File: config.mk
export PLATFORM = sky130hd
export DESIGN_NAME = jerk_limited_ramp_unit
export DESIGN_NICKNAME = d
export VERILOG_FILES = /design/src/rtl/core/jrl_pkg.sv /design/src/rtl/core/jrl_cfg.sv /design/src/rtl/core/jrl_step.sv /design/src/rtl/core/jerk_limited_ramp_unit.sv
export SDC_FILE = /design/constraint.sdc
export NUM_CORES = 1
export LEC_CHECK = 0
export BUFFER_PORTS_ARGS = -buffer_cell sky130_fd_sc_hd__buf_2
export CAP_MARGIN = 10
export CORE_MARGIN = 5
export CORE_UTILIZATION = 50
export DETAILED_ROUTE_END_ITERATION = 10
export GPL_TIMING_DRIVEN = 0
export PLACE_DENSITY = 0.7
export SLEW_MARGIN = 40
export SYNTH_ARGS = -nofsm -noshare
export SYNTH_HDL_FRONTEND = slang
export SYNTH_SLANG_ARGS = --single-unit
File: constraint.sdc
create_clock -name clk -period 37.4 [get_ports clk]
set_clock_uncertainty 0.05 [all_clocks]
set_input_delay 3.74 -clock clk [delete_from_list [all_inputs] [get_ports clk]]
set_output_delay 3.74 -clock clk [all_outputs]
set_load 0.05 [all_outputs]
File: src/rtl/core/jrl_pkg.sv
// Shared types and constants for the jerk-limited ramp unit.
package jrl_pkg;

    localparam int VALUE_WIDTH = 16;
    localparam int LIMIT_WIDTH = 15;
    localparam int STEP_WIDTH  = (VALUE_WIDTH > LIMIT_WIDTH + 1) ? VALUE_WIDTH : LIMIT_WIDTH + 1;
    localparam int CALC_WIDTH  = STEP_WIDTH + 3;
    localparam int INDEX_WIDTH = 2;

    localparam logic [LIMIT_WIDTH-1:0] ACCEL_RESET = LIMIT_WIDTH'(70);
    localparam logic [LIMIT_WIDTH-1:0] DECEL_RESET = LIMIT_WIDTH'(45);
    localparam logic [LIMIT_WIDTH-1:0] JERK_RESET  = LIMIT_WIDTH'(2);

    typedef enum logic [INDEX_WIDTH-1:0] {
        REG_ACCEL = 2'd0,
        REG_DECEL = 2'd1,
        REG_JERK  = 2'd2
    } reg_index_t;

    typedef struct packed {
        logic [LIMIT_WIDTH-1:0] accel;
        logic [LIMIT_WIDTH-1:0] decel;
        logic [LIMIT_WIDTH-1:0] jerk;
    } limits_t;

endpackage

File: src/rtl/core/jrl_cfg.sv
// Configuration registers holding the accel, decel and jerk limits.
module jrl_cfg (
    input  logic                                clk,
    input  logic                                rst_n,
    input  logic                                cfg_we,
    input  logic [jrl_pkg::INDEX_WIDTH-1:0]     cfg_index,
    input  logic [jrl_pkg::LIMIT_WIDTH-1:0]     cfg_data,
    output jrl_pkg::limits_t                    limits
);

    jrl_pkg::limits_t limits_reg;
    jrl_pkg::limits_t limits_next;

    always_comb
    begin
        limits_next = limits_reg;
        if (cfg_we)
        begin
            unique case (jrl_pkg::reg_index_t'(cfg_index))
                jrl_pkg::REG_ACCEL: limits_next.accel = cfg_data;
                jrl_pkg::REG_DECEL: limits_next.decel = cfg_data;
                jrl_pkg::REG_JERK:  limits_next.jerk  = cfg_data;
                default:            limits_next = limits_reg;
            endcase
        end
    end

    always_ff @(posedge clk or negedge rst_n)
    begin
        if (!rst_n)
        begin
            limits_reg.accel <= jrl_pkg::ACCEL_RESET;
            limits_reg.decel <= jrl_pkg::DECEL_RESET;
            limits_reg.jerk  <= jrl_pkg::JERK_RESET;
        end
        else
        begin
            limits_reg <= limits_next;
        end
    end

    assign limits = limits_reg;

endmodule

File: src/rtl/core/jrl_step.sv
// Combinational next-state logic for one ramp tick.
module jrl_step (
    input  jrl_pkg::limits_t                        limits,
    input  logic                                    stop,
    input  logic signed [jrl_pkg::VALUE_WIDTH-1:0]  target,
    input  logic signed [jrl_pkg::VALUE_WIDTH-1:0]  cur_value,
    input  logic signed [jrl_pkg::STEP_WIDTH-1:0]   cur_step,
    output logic signed [jrl_pkg::VALUE_WIDTH-1:0]  new_value,
    output logic signed [jrl_pkg::STEP_WIDTH-1:0]   new_step,
    output logic                                    at_target
);

    logic signed [jrl_pkg::CALC_WIDTH-1:0] cur_x;
    logic signed [jrl_pkg::CALC_WIDTH-1:0] tgt_x;
    logic signed [jrl_pkg::CALC_WIDTH-1:0] stp_x;
    logic signed [jrl_pkg::CALC_WIDTH-1:0] err;
    logic signed [jrl_pkg::CALC_WIDTH-1:0] lim_x;
    logic signed [jrl_pkg::CALC_WIDTH-1:0] jerk_x;
    logic signed [jrl_pkg::CALC_WIDTH-1:0] want;
    logic signed [jrl_pkg::CALC_WIDTH-1:0] adj;
    logic signed [jrl_pkg::CALC_WIDTH-1:0] flo;
    logic signed [jrl_pkg::CALC_WIDTH-1:0] clp;
    logic signed [jrl_pkg::CALC_WIDTH-1:0] abs_err;
    logic signed [jrl_pkg::CALC_WIDTH-1:0] abs_flo;
    logic signed [jrl_pkg::CALC_WIDTH-1:0] sum;
    logic [jrl_pkg::LIMIT_WIDTH-1:0]       lim_sel;
    logic [jrl_pkg::LIMIT_WIDTH-1:0]       jerk_sel;
    logic                                  err_pos;
    logic                                  away;
    logic                                  reversing;
    logic [jrl_pkg::VALUE_WIDTH-1:0]       sum_low;

    always_comb
    begin
        cur_x = {{(jrl_pkg::CALC_WIDTH - jrl_pkg::VALUE_WIDTH){cur_value[jrl_pkg::VALUE_WIDTH-1]}},
                 cur_value};
        tgt_x = {{(jrl_pkg::CALC_WIDTH - jrl_pkg::VALUE_WIDTH){target[jrl_pkg::VALUE_WIDTH-1]}},
                 target};
        stp_x = {{(jrl_pkg::CALC_WIDTH - jrl_pkg::STEP_WIDTH){cur_step[jrl_pkg::STEP_WIDTH-1]}},
                 cur_step};
        err     = tgt_x - cur_x;
        err_pos = (err > 0);
        away    = err_pos ? (cur_x >= 0) : (cur_x <= 0);

        lim_sel  = away ? limits.accel : limits.decel;
        if (lim_sel == '0)
        begin
            lim_sel = jrl_pkg::LIMIT_WIDTH'(1);
        end
        jerk_sel = (limits.jerk == '0) ? jrl_pkg::LIMIT_WIDTH'(1) : limits.jerk;
        lim_x    = {{(jrl_pkg::CALC_WIDTH - jrl_pkg::LIMIT_WIDTH){1'b0}}, lim_sel};
        jerk_x   = {{(jrl_pkg::CALC_WIDTH - jrl_pkg::LIMIT_WIDTH){1'b0}}, jerk_sel};
        want     = err_pos ? lim_x : -lim_x;

        reversing = ((stp_x > 0) && (want < 0)) || ((stp_x < 0) && (want > 0));

        adj = stp_x;
        if (reversing)
        begin
            adj = '0;
        end
        else if (stp_x < want)
        begin
            adj = stp_x + jerk_x;
            if (adj > want)
            begin
                adj = want;
            end
        end
        else if (stp_x > want)
        begin
            adj = stp_x - jerk_x;
            if (adj < want)
            begin
                adj = want;
            end
        end

        flo = adj;
        if (!reversing && err_pos && (adj <= 0))
        begin
            flo = jrl_pkg::CALC_WIDTH'(1);
        end
        else if (!reversing && (err < 0) && (adj >= 0))
        begin
            flo = -jrl_pkg::CALC_WIDTH'(1);
        end

        abs_err = (err < 0) ? -err : err;
        abs_flo = (flo < 0) ? -flo : flo;
        clp     = (abs_err < abs_flo) ? err : flo;

        sum     = cur_x + clp;
        sum_low = sum[jrl_pkg::VALUE_WIDTH-1:0];

        if (stop)
        begin
            new_value = '0;
            new_step  = '0;
        end
        else if (err == 0)
        begin
            new_value = cur_value;
            new_step  = '0;
        end
        else
        begin
            new_value = sum_low;
            new_step  = (sum == tgt_x) ? '0 : clp[jrl_pkg::STEP_WIDTH-1:0];
        end

        at_target = (new_value == target);
    end

endmodule

File: src/rtl/core/jerk_limited_ramp_unit.sv
// Top level of the jerk-limited ramp unit: input and result registers around one tick.
//
// Usage: each beat on the input channel (in_valid/in_ready, fields mode and
// target) is one control tick. Mode 0 moves the held value toward target by a
// step that changes by at most the jerk limit per tick but drops to zero on a
// reversal; it is capped by the remaining distance, by the accel limit when
// moving away from zero and by the decel limit otherwise. Mode 1 is an
// emergency stop that clears the value and the step. Every input beat gives
// exactly one result beat on the output channel (out_valid/out_ready,
// fields value and at_target). A beat passes the input register, then the
// result register. One beat per cycle is sustained while out_ready stays high;
// the tick logic between the two registers is a single add, compare and clamp
// pass. The limits are written through cfg_we, cfg_index and cfg_data while idle.
// Reset clears the held value and step, empties both registers and loads the
// limits 70, 45 and 2. When the receiver stalls, the result register holds its
// beat, one more beat waits in the input register, then in_ready drops.
module jerk_limited_ramp_unit (
    input  logic                                    clk,
    input  logic                                    rst_n,
    input  logic                                    in_valid,
    output logic                                    in_ready,
    input  logic                                    mode,
    input  logic signed [jrl_pkg::VALUE_WIDTH-1:0]  target,
    output logic                                    out_valid,
    input  logic                                    out_ready,
    output logic signed [jrl_pkg::VALUE_WIDTH-1:0]  value,
    output logic                                    at_target,
    input  logic                                    cfg_we,
    input  logic [jrl_pkg::INDEX_WIDTH-1:0]         cfg_index,
    input  logic [jrl_pkg::LIMIT_WIDTH-1:0]         cfg_data
);

    jrl_pkg::limits_t                        limits;
    logic                                    in_valid_reg;
    logic                                    mode_reg;
    logic signed [jrl_pkg::VALUE_WIDTH-1:0]  target_reg;
    logic                                    out_valid_reg;
    logic signed [jrl_pkg::VALUE_WIDTH-1:0]  value_reg;
    logic                                    at_target_reg;
    logic signed [jrl_pkg::VALUE_WIDTH-1:0]  ramp_value_reg;
    logic signed [jrl_pkg::STEP_WIDTH-1:0]   ramp_step_reg;
    logic signed [jrl_pkg::VALUE_WIDTH-1:0]  ramp_value_next;
    logic signed [jrl_pkg::STEP_WIDTH-1:0]   ramp_step_next;
    logic                                    at_target_next;
    logic                                    advance;
    logic                                    take;

    jrl_cfg u_cfg (
        .clk       (clk),
        .rst_n     (rst_n),
        .cfg_we    (cfg_we),
        .cfg_index (cfg_index),
        .cfg_data  (cfg_data),
        .limits    (limits)
    );

    jrl_step u_step (
        .limits    (limits),
        .stop      (mode_reg),
        .target    (target_reg),
        .cur_value (ramp_value_reg),
        .cur_step  (ramp_step_reg),
        .new_value (ramp_value_next),
        .new_step  (ramp_step_next),
        .at_target (at_target_next)
    );

    assign advance  = in_valid_reg && (!out_valid_reg || out_ready);
    assign in_ready = !in_valid_reg || advance;
    assign take     = in_valid && in_ready;

    always_ff @(posedge clk or negedge rst_n)
    begin
        if (!rst_n)
        begin
            in_valid_reg   <= 1'b0;
            out_valid_reg  <= 1'b0;
            ramp_value_reg <= '0;
            ramp_step_reg  <= '0;
        end
        else
        begin
            if (take)
            begin
                in_valid_reg <= 1'b1;
            end
            else if (advance)
            begin
                in_valid_reg <= 1'b0;
            end

            if (advance)
            begin
                out_valid_reg  <= 1'b1;
                ramp_value_reg <= ramp_value_next;
                ramp_step_reg  <= ramp_step_next;
            end
            else if (out_ready)
            begin
                out_valid_reg <= 1'b0;
            end
        end
    end

    always_ff @(posedge clk)
    begin
        if (take)
        begin
            mode_reg   <= mode;
            target_reg <= target;
        end
        if (advance)
        begin
            value_reg     <= ramp_value_next;
            at_target_reg <= at_target_next;
        end
    end

    assign out_valid = out_valid_reg;
    assign value     = value_reg;
    assign at_target = at_target_reg;

endmodule
==> results of run 1 <==
## cells by family after synthesis
kind of cell	share of synthesized area [%]
AO/OA/AOI/OAI	25.2
multiplexers	6.67
buffers and inverters	5.01
XOR/XNOR	8.30
other	0.0558
AND/OR/NAND/NOR	19.6
adder cells (fa/ha/maj)	12.8
flip-flops	22.3
## cells in the final DEF (no fill, tap or decap), drive strengths merged, types with 17 or more instances in the layout
cell | Yosys | layout
nor3 | 28 | 28
a21oi | 108 | 108
edfxtp | 34 | 34
nand3 | 44 | 44
dfrtp | 71 | 71
o22ai | 23 | 23
o21ai | 66 | 66
a31oi | 25 | 25
buf | 22 | 81
a211oi | 17 | 17
nor2b | 23 | 23
a22o | 28 | 28
mux2 | 53 | 53
a21o | 34 | 34
ha | 129 | 129
nor2 | 126 | 126
nand2 | 112 | 112
mux2i | 29 | 29
xor2 | 50 | 50
nand2b | 27 | 27
xnor2 | 75 | 75
inv | 84 | 93
nand4 | 24 | 24
clkbuf | 57 | 74
o21a | 19 | 19
nor4 | 29 | 29
## how the worst min path moves through the flow
stage	from	endpoint	cells after the start
2_1_floorplan	in_valid_reg	out_valid	1
3_3_place_gp	in_valid_reg	out_valid	1
3_5_place_dp	in_valid_reg	out_valid	1
4_1_cts	in_valid_reg	out_valid	1
5_1_grt	in_valid_reg	out_valid	1
6_report	in_valid_reg	out_valid	1
## routing by layer
metal | up-vias | share of wire, % | routed length, µm | GRT usage [%]
met1 | 6241 | 45 | 19600 | 39.0
met4 | 0 | 2.8 | 1220 | 8.08
met5 | - | 0 | 0 | 0
li1 | 6082 | - | - | -
met3 | 98 | 8.2 | 3530 | 4.78
met2 | 580 | 44 | 18900 | 42.8
## through the flow
stage | hold slack [ns] | worst slack [ns] | util, % | instances | cell area (µm²)
2_1_floorplan | 0.407 | 22.02 | - | 1589 | 13500
3_3_place_gp | 0.421 | 18.71 | 53.1 | 1987 | 14200
3_5_place_dp | 0.451 | 18.80 | 53.3 | 1989 | 14200
4_1_cts | 0.462 | 18.68 | 55.4 | 2021 | 14800
5_1_grt | 0.481 | 17.16 | 55.4 | 2021 | 14800
6_report | 0.459 | 18.21 | 55.4 | 2021 | 14800
## area by class of cell
type	instances	area share, %
plain buffers	79	2.40
clock buffers	17	2.87
clock inverters	15	0.988
inverters	85	2.15
multi-input cells	1312	66.2
flip-flops and latches	113	20.3
well taps	341	2.88
repair buffers	59	2.19
==> impl_metrics.csv, run 1 <==
group,metric,value,unit
floorplan,dieHeight,174,µm
timing,relSlewSlack,35.9,%
worst_setup_path,crit_required,37.65,ns
worst_setup_path,cp_slowest_cell,"nor3b_1",
timing,tightest_slew,0.959,ns
detailed_routing,drtAntennaViolNets,0,
clock_network,postCtsSetupBuffers,0,
clock_network,numCtsBuffers,17,
detailed_routing,drtIter0Drc,1307,
detailed_routing,drc_errors,0,
global_route,grt.overflow.total,0,
global_route,antenna_found_initial,0,
logic_synthesis,synth_seq_area_share,22.3,%
placement,place_hpwl,34.4,mm
placement,numPortBuffers,57,
global_route,grt_use_total,27.4,%
floorplan,ios,58,
worst_setup_path,crit_path_end_kind,"flop",
layout,fillers,2490,
detailed_routing,drt-pass1-iter-count,5,
worst_setup_path,cpPeakStageDelay,0.84,ns
worst_setup_path,worstSetupPathType,"reg -> reg",
timing,setup_tns,0,ns
worst_setup_path,critPathBufInv,8,
logic_synthesis,ys_async_sr_fraction,69.9,%
floorplan,die_width,174,µm
outcome,status,"finished, final reports clean",
logic_synthesis,synth_most_common_cell,"ha_1",
layout,finalNetCount,1839,
logic_synthesis,yosys.area.top_type,"dfrtp_1",
worst_setup_path,reg2reg_depth,77,
worst_setup_path,reg2reg_slack,18.21,ns
floorplan,die_area,30300,µm²
floorplan,core_area,26700,µm²
worst_setup_path,cp-start-kind,"flop",
clock_network,clk_pin_slew,0.06,ns
placement,gp_congestion,1.02,
worst_setup_path,path_max_fanout,10,
logic_synthesis,ys_types,118,
timing,rsz0062_at_grt,"no",
logic_synthesis,avgSynthCellArea,8.48,µm²
clock_network,clk_latency,0.42,ns
run,max_cap_viol_count,0,
clock_network,clock-root-buffer,"clkbuf_16",
logic_synthesis,yosys_warnings,0,
logic_synthesis,syn_area,13500,µm²
timing,fmax,52.1,MHz
worst_setup_path,cpMostUsedCell,"a21oi_1",
logic_synthesis,ys_seq_elements,113,
detailed_routing,wl_per_cell,21.4,µm
worst_setup_path,arrival,19.44,ns
clock_network,post_cts_resize_count,0,
layout,multi_input_area,9810,µm²
logic_synthesis,synth_common_cells,"129 x ha_1, 125 x nor2_1, 109 x nand2_1, 104 x a21oi_1, 82 x inv_1",
worst_setup_path,rr_startpoint,"target_reg[0]",
clock_network,cts_hold_buf,0,
clock_network,cts_tree,"built",
layout,syn2layout_area_growth,10.0,%
logic_synthesis,synth_ff_type,"dfrtp_1",
worst_setup_path,r2r-end,"ramp_step_reg[9]",
global_route,grt_pass1_wl,66.9,mm
floorplan,rows,60,
global_route,grt_max_degree,50,
clock_network,cts_num_sinks,113,
timing,finalHoldViolations,0,
floorplan,start_util,50.4,%
timing,min_period,19.19,ns
logic_synthesis,synth-edff-count,34,
logic_synthesis,synth.area.top_cells,"dfrtp_1 13%, ha_1 12%, edfxtp_1 7.6%",
worst_setup_path,cp_top_family,"compound AO/OA/AOI/OAI gates",
timing,maxSlewViolCount,0,
detailed_routing,wl,43.2,mm
detailed_routing,vias,13000,
timing,setup_viol,0,
global_route,grt_pass1_vias,12200,
logic_synthesis,synthCells,1588,
layout,n_antenna_cell,0,
worst_setup_path,crit_start,"target_reg[0]",
logic_synthesis,yosys.area.top_type_share,13.2,%
clock_network,h-tree-depth,4,
clock_network,clockBufferDepth,2,
layout,largest_register_ffs,45,
worst_setup_path,endpoint,"ramp_step_reg[9]",
worst_setup_path,crit_cells,77,
layout,register_area,3010,µm²
layout,drive_above_1_share,14.3,%
hold_path,hold_class,"reg -> reg",
timing,period_share,51.3,%
detailed_routing,viasPerCell,6.43,
Power of run 1 is left out: the tool's default activity adds up to more than one toggle a clock period on the data nets, which glitch-free logic cannot reach.
==> run 2, diff against run 1 <==
--- a/config.mk
+++ b/config.mk
@@ -11,7 +11,7 @@
 export CORE_UTILIZATION = 50
 export DETAILED_ROUTE_END_ITERATION = 10
 export GPL_TIMING_DRIVEN = 0
-export PLACE_DENSITY = 0.7
+export PLACE_DENSITY = 0.72
 export SLEW_MARGIN = 40
 export SYNTH_ARGS = -nofsm -noshare
 export SYNTH_HDL_FRONTEND = slang
==> constraint.sdc (replaced) <==
create_clock -name clk -period 16.7 [get_ports clk]
set_clock_uncertainty 0.05 [all_clocks]
set_input_delay 1.67 -clock clk [delete_from_list [all_inputs] [get_ports clk]]
set_output_delay 1.67 -clock clk [all_outputs]
set_load 0.05 [all_outputs]
==> run 2 against run 1 <==
Against the previous run:
- maximum frequency is 21% higher
- worst setup slack got worse by 17 ns
- register-to-register slack lost 17 ns
- global-route usage is 0.62 points higher
- first-iteration DRC count up 0.15%
- non-clock buffer count rose by 21
- cell count rose by 1.0%
- core utilization rose by 2.5 points
- sequential share of layout area shrank 0.88 points
- count of clock-buffer cells in the layout grew 1
==> impl_metrics.csv, run 2 (same netlist as run 1, synthesis figures left out) <==
group,metric,value,unit
outcome,status,"finished, final reports clean",
global_route,antenna_found_initial,0,
global_route,grt_pass1_vias,12500,
timing,relSlewSlack,42.3,%
layout,n_antenna_cell,0,
timing,maxSlewViolCount,0,
placement,dp_slack,-1.90,ns
worst_setup_path,cp-start-kind,"flop",
detailed_routing,drtIter0Drc,1309,
floorplan,die_area,30300,µm²
worst_setup_path,path_max_fanout,10,
worst_setup_path,crit_required,16.95,ns
worst_setup_path,reg2reg_slack,0.77,ns
worst_setup_path,rr_startpoint,"ramp_value_reg[0]",
worst_setup_path,worstSetupPathType,"reg -> reg",
detailed_routing,vias,13200,
clock_network,cts_tree,"built",
placement,numPortBuffers,57,
placement,gp_congestion,1.05,
run,max_cap_viol_count,0,
worst_setup_path,reg2reg_depth,75,
placement,dp.cells,1989,
detailed_routing,wl,44.0,mm
worst_setup_path,cp_top_family,"compound AO/OA/AOI/OAI gates",
timing,layout_setup_ws,0.775,ns
global_route,grt_use_total,28.1,%
timing,period_share,95.4,%
clock_network,clock-root-buffer,"clkbuf_16",
worst_setup_path,crit_start,"ramp_value_reg[0]",
worst_setup_path,crit_path_end_kind,"flop",
clock_network,h-tree-depth,4,
floorplan,ios,58,
layout,layout_commonest_cell,"ha_1",
clock_network,cts_hold_buf,0,
floorplan,core_area,26700,µm²
floorplan,die_width,174,µm
layout,fin_util,57.9,%
worst_setup_path,r2r-end,"ramp_step_reg[4]",
layout,drive_above_1_share,19.8,%
layout,finalNetCount,1860,
timing,fmax,62.8,MHz
layout,largest_register_ffs,45,
detailed_routing,viasPerCell,6.48,
timing,hold_ws,0.446,ns
worst_setup_path,critPathBufInv,10,
hold_path,min_path_cells,1,
timing,finalHoldViolations,0,
layout,layout_common_cells,"125 x ha_1, 123 x nor2_1, 106 x nand2_1",
clock_network,clk_pin_slew,0.06,ns
placement,place_hpwl,34.5,mm
worst_setup_path,cpMostUsedCell,"a21oi_2",
hold_path,min_from,"in_valid_reg",
detailed_routing,drtAntennaViolNets,0,
detailed_routing,wl_per_cell,21.5,µm
global_route,grt_max_degree,49,
timing,tightest_slew,0.857,ns
worst_setup_path,arrival,16.17,ns
floorplan,rows,60,
worst_setup_path,cpPeakStageDelay,0.57,ns
floorplan,start_util,50.4,%
floorplan,dieHeight,174,µm
clock_network,clk_latency,0.42,ns
clock_network,clockBufferDepth,2,
worst_setup_path,cp_slowest_cell,"or4_4",
clock_network,cts_num_sinks,113,
layout,syn2layout_area_growth,15.0,%
global_route,grt_pass1_wl,69.2,mm
timing,setup_viol,0,
layout,final_cells,2042,
timing,min_period,15.93,ns
hold_path,hold-path-endpoint,"out_valid",
global_route,grt.overflow.total,0,
hold_path,hold_class,"reg -> reg",
detailed_routing,drc_errors,0,
detailed_routing,drt-pass1-iter-count,8,
clock_network,numCtsBuffers,17,
[run 2: cell count changes in the layout (fill, tap and decap cells not counted), sizes merged]
cell | previous run | this run
clkbuf | 74 | 72
clkinvlp | 3 | 2
bufinv | 1 | 3
buf | 81 | 105
inv | 93 | 87
clkinv | 3 | 7
[run 2: worst max path at each step]
stage	end	slack, ns	cells past startpoint
2_1_floorplan	ramp_step_reg[4]	1.32	76
3_3_place_gp	ramp_step_reg[13]	-1.93	76
3_5_place_dp	ramp_step_reg[12]	-1.90	76
4_1_cts	ramp_step_reg[4]	0.02	81
5_1_grt	ramp_step_reg[13]	-0.02	79
6_report	ramp_step_reg[4]	0.77	75
[run 2: metal layers]
layer  vias up  GRT usage, %  wire length [µm]
met2       619          43.0             19200
met4         0          8.84              1390
met3       120          6.68              4300
met1      6374          39.2             19100
met5         -             0                 0
li1       6125             -                 -
[run 2: cell type report]
class	instances	area (µm²)
Tap cell	341	427
Clock inverter	14	180
Inverter	85	322
Buffer	77	384
Sequential cell	113	3010
Timing Repair Buffer	82	497
Fill cell	2344	11200
Clock buffer	18	429
Multi-Input combinational cell	1312	10200
[run 2: metrics by stage]
step                      instance area (µm²)  TNS [ns]
after floorplan                         13500         0
after global placement                  14200    -36.59
after detailed placement                14200    -34.48
after CTS                               15100         0
after global routing                    15500   -0.0394
final                                   15500         0
[run 2: timing repair]
action                                  CTS  global route
cloned                                    0             0
gates resized for setup                  43            75
pin swaps                                 6            18
setup buffers                             7            16
endpoints found under the setup margin   26            21
Power of run 2 is left out for the same reason.
